<file path="src/lfu_pkg.sv">
// ----------------------------------------------------------------------------
// lfu_pkg
// Shared types and constants for the LFU cache with LRU tie-break.
// ----------------------------------------------------------------------------
package lfu_pkg;

    localparam int unsigned KEY_W           = 32;
    localparam int unsigned VAL_W           = 32;
    localparam int unsigned CNT_W           = 16;
    localparam int unsigned STAMP_W         = 48;
    localparam int unsigned CAP_W           = 5;
    localparam int unsigned ENTRIES_DEFAULT = 16;
    // slot index and fill fields sized for the largest supported row (256)
    localparam int unsigned SLOT_W          = 8;
    localparam int unsigned FILL_W          = 9;

    localparam logic [CAP_W-1:0] CAP_RESET = CAP_W'(16);
    localparam logic [CNT_W-1:0] CNT_MAX   = {CNT_W{1'b1}};

    typedef enum logic {
        CMD_GET = 1'b0,
        CMD_PUT = 1'b1
    } t_cmd;

    typedef struct packed {
        logic             cmd;
        logic [KEY_W-1:0] key;
        logic [VAL_W-1:0] value;
    } t_in;

    typedef struct packed {
        logic             found;
        logic [VAL_W-1:0] read_value;
        logic             evicted;
    } t_out;

    // running lookup record handed from cell to cell
    typedef struct packed {
        logic               vld;
        logic [KEY_W-1:0]   key;
        logic               hit;
        logic [SLOT_W-1:0]  hit_idx;
        logic [VAL_W-1:0]   hit_val;
        logic               free;
        logic [SLOT_W-1:0]  free_idx;
        logic               vic;
        logic [SLOT_W-1:0]  vic_idx;
        logic [CNT_W-1:0]   vic_cnt;
        logic [STAMP_W-1:0] vic_stamp;
        logic [FILL_W-1:0]  fill;
    } t_scan;

    // commit broadcast to the row
    typedef struct packed {
        logic               en;
        logic [SLOT_W-1:0]  idx;
        logic               insert;
        logic               wr_val;
        logic [KEY_W-1:0]   key;
        logic [VAL_W-1:0]   value;
        logic [STAMP_W-1:0] stamp;
    } t_upd;

endpackage

</file>
<file path="src/lfu_cell.sv">
// ----------------------------------------------------------------------------
// lfu_cell
// One cache slot: holds its entry and folds it into the passing lookup record.
// ----------------------------------------------------------------------------
module lfu_cell
    import lfu_pkg::*;
#(
    parameter int unsigned IDX = 0
) (
    input  logic  i_clk,
    input  logic  i_rst_n,
    input  t_scan i_scan,
    input  t_upd  i_upd,
    output t_scan o_scan
);

    localparam logic [SLOT_W-1:0] MY_IDX = SLOT_W'(IDX);

    logic               r_valid;
    logic [KEY_W-1:0]   r_key;
    logic [VAL_W-1:0]   r_value;
    logic [CNT_W-1:0]   r_cnt;
    logic [STAMP_W-1:0] r_stamp;
    t_scan              r_scan;
    t_scan              n_scan;

    logic take_hit;
    logic take_vic;
    logic sel;

    always_comb begin
        n_scan   = i_scan;
        take_hit = r_valid && !i_scan.hit && (r_key == i_scan.key);
        take_vic = r_valid && (!i_scan.vic || (r_cnt < i_scan.vic_cnt) ||
                   ((r_cnt == i_scan.vic_cnt) && (r_stamp < i_scan.vic_stamp)));
        if (take_hit) begin
            n_scan.hit     = 1'b1;
            n_scan.hit_idx = MY_IDX;
            n_scan.hit_val = r_value;
        end
        if (take_vic) begin
            n_scan.vic       = 1'b1;
            n_scan.vic_idx   = MY_IDX;
            n_scan.vic_cnt   = r_cnt;
            n_scan.vic_stamp = r_stamp;
        end
        if (r_valid) begin
            n_scan.fill = i_scan.fill + FILL_W'(1);
        end else if (!i_scan.free) begin
            n_scan.free     = 1'b1;
            n_scan.free_idx = MY_IDX;
        end
    end

    always_ff @(posedge i_clk) begin
        if (!i_rst_n) begin
            r_scan <= '0;
        end else begin
            r_scan <= n_scan;
        end
    end

    assign sel = i_upd.en && (i_upd.idx == MY_IDX);

    always_ff @(posedge i_clk) begin
        if (!i_rst_n) begin
            r_valid <= 1'b0;
        end else if (sel && i_upd.insert) begin
            r_valid <= 1'b1;
        end
    end

    always_ff @(posedge i_clk) begin
        if (sel) begin
            r_stamp <= i_upd.stamp;
            if (i_upd.wr_val) begin
                r_value <= i_upd.value;
            end
            if (i_upd.insert) begin
                r_key <= i_upd.key;
                r_cnt <= CNT_W'(1);
            end else if (r_cnt != CNT_MAX) begin
                r_cnt <= r_cnt + CNT_W'(1);
            end
        end
    end

    assign o_scan = r_scan;

endmodule

</file>
<file path="config.mk">
export PLATFORM = sky130hd
export DESIGN_NAME = lfu_cell
export DESIGN_NICKNAME = d
export VERILOG_FILES = /design/src/lfu_pkg.sv /design/src/lfu_cell.sv
export SDC_FILE = /design/constraint.sdc
export NUM_CORES = 1
export LEC_CHECK = 0
export BUFFER_PORTS_ARGS = -buffer_cell sky130_fd_sc_hd__buf_2
export CAP_MARGIN = 10
export CORE_ASPECT_RATIO = 1.5
export CORE_MARGIN = 3
export CORE_UTILIZATION = 30
export DETAILED_ROUTE_END_ITERATION = 6
export HOLD_SLACK_MARGIN = 0.06
export PLACE_DENSITY = 0.65
export SLEW_MARGIN = 40
export SYNTH_ARGS = -nofsm -noshare
export SYNTH_HDL_FRONTEND = slang
export SYNTH_SLANG_ARGS = --single-unit
</file>
<file path="constraint.sdc">
create_clock -name i_clk -period 7.59 [get_ports i_clk]
set_input_delay 1.518 -clock i_clk [delete_from_list [all_inputs] [get_ports i_clk]]
set_output_delay 1.518 -clock i_clk [all_outputs]
set_load 0.02 [all_outputs]
</file>
# Word level (Yosys, flattened, before mapping)
# Cells that the tools add are included.
[op_classes] add_sub_neg=2 n_mul=0 n_div=0 magnitude_cmp=2 eq_ne=3 n_shift=0 muxes=6 bitwise=1 reduce_logical=17
[op_table] op="two-way mux 73 bit" n=1
[op_table] op="less-than comparator 48 bit" n=1
[op_table] op="two-way mux 41 bit" n=1
[op_table] op="equality test 32 bit" n=1
[op_table] op="two-way mux 9 bit" n=2
[op_table] op="adder 16 x 1 -> 16 bit (second input constant)" n=1
[op_table] op="equality test 16 bit" n=1
[op_table] op="less-than comparator 16 bit" n=1
[op_table] op="two-way mux 16 bit" n=1
[op_table] op="!= test 16 bit (second input constant)" n=1
[op_table] op="adder 9 x 1 -> 9 bit (second input constant)" n=1
[op_table] op="logical NOT 8 bit" n=1
[op_table] op="two-way mux 8 bit" n=1
[op_table] op="logical AND 1 bit" n=6
[op_table] op="AND reduction 2 bit" n=3
[op_table] op="OR reduction 2 bit" n=2
[op_table] op="logical NOT 1 bit" n=2
[op_table] op="logical OR 1 bit" n=2
[op_table] op="nonzero test 2 bit" n=1
[op_table] op="NOT 1 bit" n=1
[totals] reg_bits=294 latch_bits=0 mem_bits_rw=0 mem_bits_ro=0 in_bits=290 out_inout_bits=165 elab_cells=48 memories=0

# Depth between registers and ports, before layout
[logic_depth] word_depth=5 mapped_depth=10 depth_no_buf=8

# Worst setup path after synthesis
# OpenSTA, ideal clock, no wires.
[synth_path] kind="input port to flip-flop" from="input port i_upd[116] (netlist name)" to="register r_key[0] (enable)" setup_time_ns=0.393 t_arrival_ns=7.818 required_time_ns=7.197 setup_slack_ns=-0.621 stages=4 n_path_buf=0 cell_sequence="nor4_1 nand3b_1 nor4_1 and2_1"
[synth_between] elab_chain_cells=3
[synth_lines] element="start: declaration" line_no="lfu_cell.sv:13" rtl="input t_upd i_upd,"
[synth_lines] element="logical NOT 8 bit" line_no="lfu_cell.sv:63" rtl="assign sel = i_upd.en && (i_upd.idx == MY_IDX);"
[synth_lines] element="logical AND 1 bit" line_no="lfu_cell.sv:63"
[synth_lines] element="named net sel" line_no="lfu_cell.sv:29" rtl="logic sel;"
[synth_lines] element="AND reduction 2 bit (no source line)"
[synth_lines] element="end signal: assignment" line_no="lfu_cell.sv:80" rtl="r_key <= i_upd.key;"
[synth_lines] element="end: declaration" line_no="lfu_cell.sv:20" rtl="logic [KEY_W-1:0] r_key;"
# The timed path passes the listed nets, and every way through them passes these cells.
# A chain may end at the register's enable or synchronous reset.

# Worst setup path after layout
[layout_path] from="input port i_scan[52] (netlist name)" to="register r_scan, in the netlist o_scan[50]"
[layout_between] elab_chain_cells=5
[layout_lines] element="start: declaration" line_no="lfu_cell.sv:12" rtl="input t_scan i_scan,"
[layout_lines] element="less-than comparator 48 bit" line_no="lfu_cell.sv:35" rtl="((r_cnt == i_scan.vic_cnt) && (r_stamp < i_scan.vic_stamp)));"
[layout_lines] element="logical AND 1 bit" line_no="lfu_cell.sv:35"
[layout_lines] element="logical OR 1 bit" line_no="lfu_cell.sv:34" rtl="take_vic = r_valid && (!i_scan.vic || (r_cnt < i_scan.vic_cnt) ||"
[layout_lines] element="logical AND 1 bit" line_no="lfu_cell.sv:34"
[layout_lines] element="two-way mux 73 bit" line_no="lfu_cell.sv:41" rtl="if (take_vic) begin"
[layout_lines] element="end signal: assignment" line_no="lfu_cell.sv:59" rtl="r_scan <= n_scan;"
[layout_lines] element="end: declaration" line_no="lfu_cell.sv:24" rtl="t_scan r_scan;"
# Every way passes these cells.

==> metrics.yaml <==
critical_path:
  path_cells: "buf_2 > inv_1 > ha_1 > nand4_1 > nor4_2 > nand3_1 > or4_2 > buf_4 > o211ai_1 > o2111ai_1"
  cp-end-kind: "flop"
  slowest_stage: "or4_2"
  startpoint: "i_scan[52]"
  cp.required_ns: 8.02
  startpoint_type: "input port"
  cp.buffers_inverters: 3
  path_max_fanout: 64
  cp_data_arrival_time_ns: 4.59
  critical_path_class: "in -> reg"
  max_stage_delay_ns: 0.66
  rr_startpoint: "r_cnt[11]"
  crit_family: "simple AND/OR/NAND/NOR gates"
route:
  first_pass_iters: 7
  totalWireLength_um: 47700
  viasPerCell: 5.20
  drc_errors: 0
  vias: 12300
  wl_per_cell_um: 20.2
  dr.first_iter.drc_count: 687
  ant_nets: 0
layout:
  finalNonFillerCells: 2366
  seqCellArea_um2: 7170
  fillers: 4575
  multi_input_area_um2: 6100
  syn2layout_area_growth_pct: 26.9
  layout.nets: 2102
  drive_gt1_frac: 0.348
worst_hold_path:
  hold_class: "reg -> reg"
  hp-start: "r_value[13]"
power:
  powerDensity_nw_per_um2: 201
  ir_worst_vdd_v: 0.000192
  power_leakage_nw: 7.75
timing:
  worst_pin_slew_ns: 0.880
  maxSlewViolCount: 0
  finalClockSkew_ns: 0.0235
  rsz0062_at_grt: "false"
  finalHoldViolCount: 0
  timing.fmax_ghz: 0.240
  tns_ns: 0
  final.period_utilization: 0.548
  relSlewSlack: 0.414
  fin_crit_ns: 4.16
  setup_viol: 0
clock_network:
  tritoncts_num_sinks: 294
  clk_path_buf_depth: 3
  cts_tree: "built"
  post-cts-setup-buffers: 0
  cts_buffers: 31
  cts_hold_buf: 0
  path_clk_slew_ns: 0.07
  cts_max_level: 1
  cts_root_buf: "clkbuf_16"
  ctsResizeCount: 0
  clock_latency_ns: 0.59
synth:
  yosys.area.top_type: "edfxtp_1"
  netlist_top_cells_area: "edfxtp_1, dfxtp_1, ha_1"
  ys_types: 48
  seq_area_frac_synth: 0.512
  netlist.area_leader.share: 0.275
  synth-seq-cells: 294
  syn_area_um2: 14000
  synth_edf_count: 128
  syn_nets: 1706
  syn_area_per_cell_um2: 10.4
  ys_warn_count: 0
  synthArstFlopShare: 0
  syn_inst: 1351
  synth_top_flop_cell: "dfxtp_1"
run_status:
  outcome: "finished clean"
global_route:
  track_usage: 0.184
  grt_pass1_vias: 12400
  grt_max_degree: 145
  antenna_found_initial: 9
  grt_overflow: 0
  grt_pass1_wl_um: 72400
job:
  drv_cap: 0
floorplan:
  dieArea_um2: 49300
  core_um2: 45900
  die_h_um: 270
  die_w_um: 182
  rows: 96
  start_util: 0.305
  io_pins: 455
placement:
  place_congestion: 0.885
  dp_hpwl_um: 34300
  dp.cells: 2301
  portBuffers: 454
## layout by cell type, fill, tap and decap left out, types with 32 or more instances in the layout
cell type	n
nand3_1	85
edfxtp_1	128
clkbuf_16	32
nor2b_1	36
mux2i_1	33
o2111ai_1	47
inv_1	72
ha_1	65
xnor2_1	36
nand2_1	85
and2_1	49
or2_2	64
buf_2	453
nand4_1	85
dfxtp_1	166
o211ai_1	67
a21oi_1	100
## worst register-to-register path, delay by kind of cell, from the launching register on
kind / cells / cell delay, ns
DFF: 1 / 0.51
and+or+nand+nor: 2 / 0.81
adders and majority gates: 1 / 0.38
AOI/OAI and AO/OA: 4 / 1.08
buffers and inverters: 1 / 0.63
## layout make-up
class,count,share of cell area
sequential,294,0.404
clock inverter,18,0.00656
timing repair buffer,475,0.141
inverter,72,0.0152
tap,588,0.0414
antenna,6,0.000846
clock buffer,40,0.0479
multi-input combinational,873,0.344
## worst paths after layout
path / end / slack [ns] / depth (start not counted)
setup / recovery: o_scan[50] / 3.43 / 10
hold / removal: o_scan[104] / 0.51 / 2
setup reg to reg: o_scan[50] / 4.08 / 8
hold reg to reg: o_scan[104] / 0.51 / 2
## power breakdown
group	leakage (nW)	switching [W]	total [W]	internal, W
Sequential	2.53	0.0000173	0.00171	0.00170
Combinational	4.74	0.000233	0.000385	0.000152
Clock	0.471	0.000672	0.00147	0.000797
## cell usage after synthesis (13+ instances only)
library cell / n
o2111ai_2: 18
nand3_1: 85
o211ai_1: 67
o21ai_0: 15
buf_2: 25
a21oi_1: 101
or2_2: 64
mux2i_1: 33
ha_1: 65
and2_1: 50
nand4_1: 85
dfxtp_1: 166
xnor2_1: 36
edfxtp_1: 128
nor2_1: 15
o2111ai_1: 47
and3_1: 13
inv_1: 72
clkbuf_1: 70
nor2b_1: 36
nand2_1: 85
## stage by stage
step | instance area, um2 | total power [W] | worst slack (ns) | util | hold WS, ns
after global placement | 16700 | 0.00212 | 2.81 | 0.364 | 0.479
after global routing | 17700 | 0.00371 | 3.23 | 0.387 | 0.514
after floorplan | 14000 | 0.00194 | 1.52 | - | 0.475
after detailed placement | 16700 | 0.00213 | 2.86 | 0.365 | 0.492
final | 17700 | 0.00357 | 3.43 | 0.387 | 0.508
after CTS | 17700 | 0.00362 | 3.46 | 0.386 | 0.508
## kinds of logic after synthesis
family | share of synthesized area
muxes | 0.0236
buffers and inverters | 0.0565
and+or+nand+nor | 0.179
DFF | 0.512
AOI/OAI and AO/OA | 0.143
adders and majority gates | 0.0582
xor gates and xnor gates | 0.0276
## layer usage
metal  track usage  up-vias  part of all wire
li1              -     5754                 -
met1         0.212     5882              0.37
met2         0.331      544              0.51
met3        0.0361      125             0.076
met4        0.0800        4             0.044
met5             0        -           0.00057
## sequential cells by signal (all words and copies together) (netlist names)
register / cells
r_valid: 1
r_stamp: 48
r_cnt: 16
r_value: 32
o_scan: 165
r_key: 32
(Power assumes the default switching activity.)
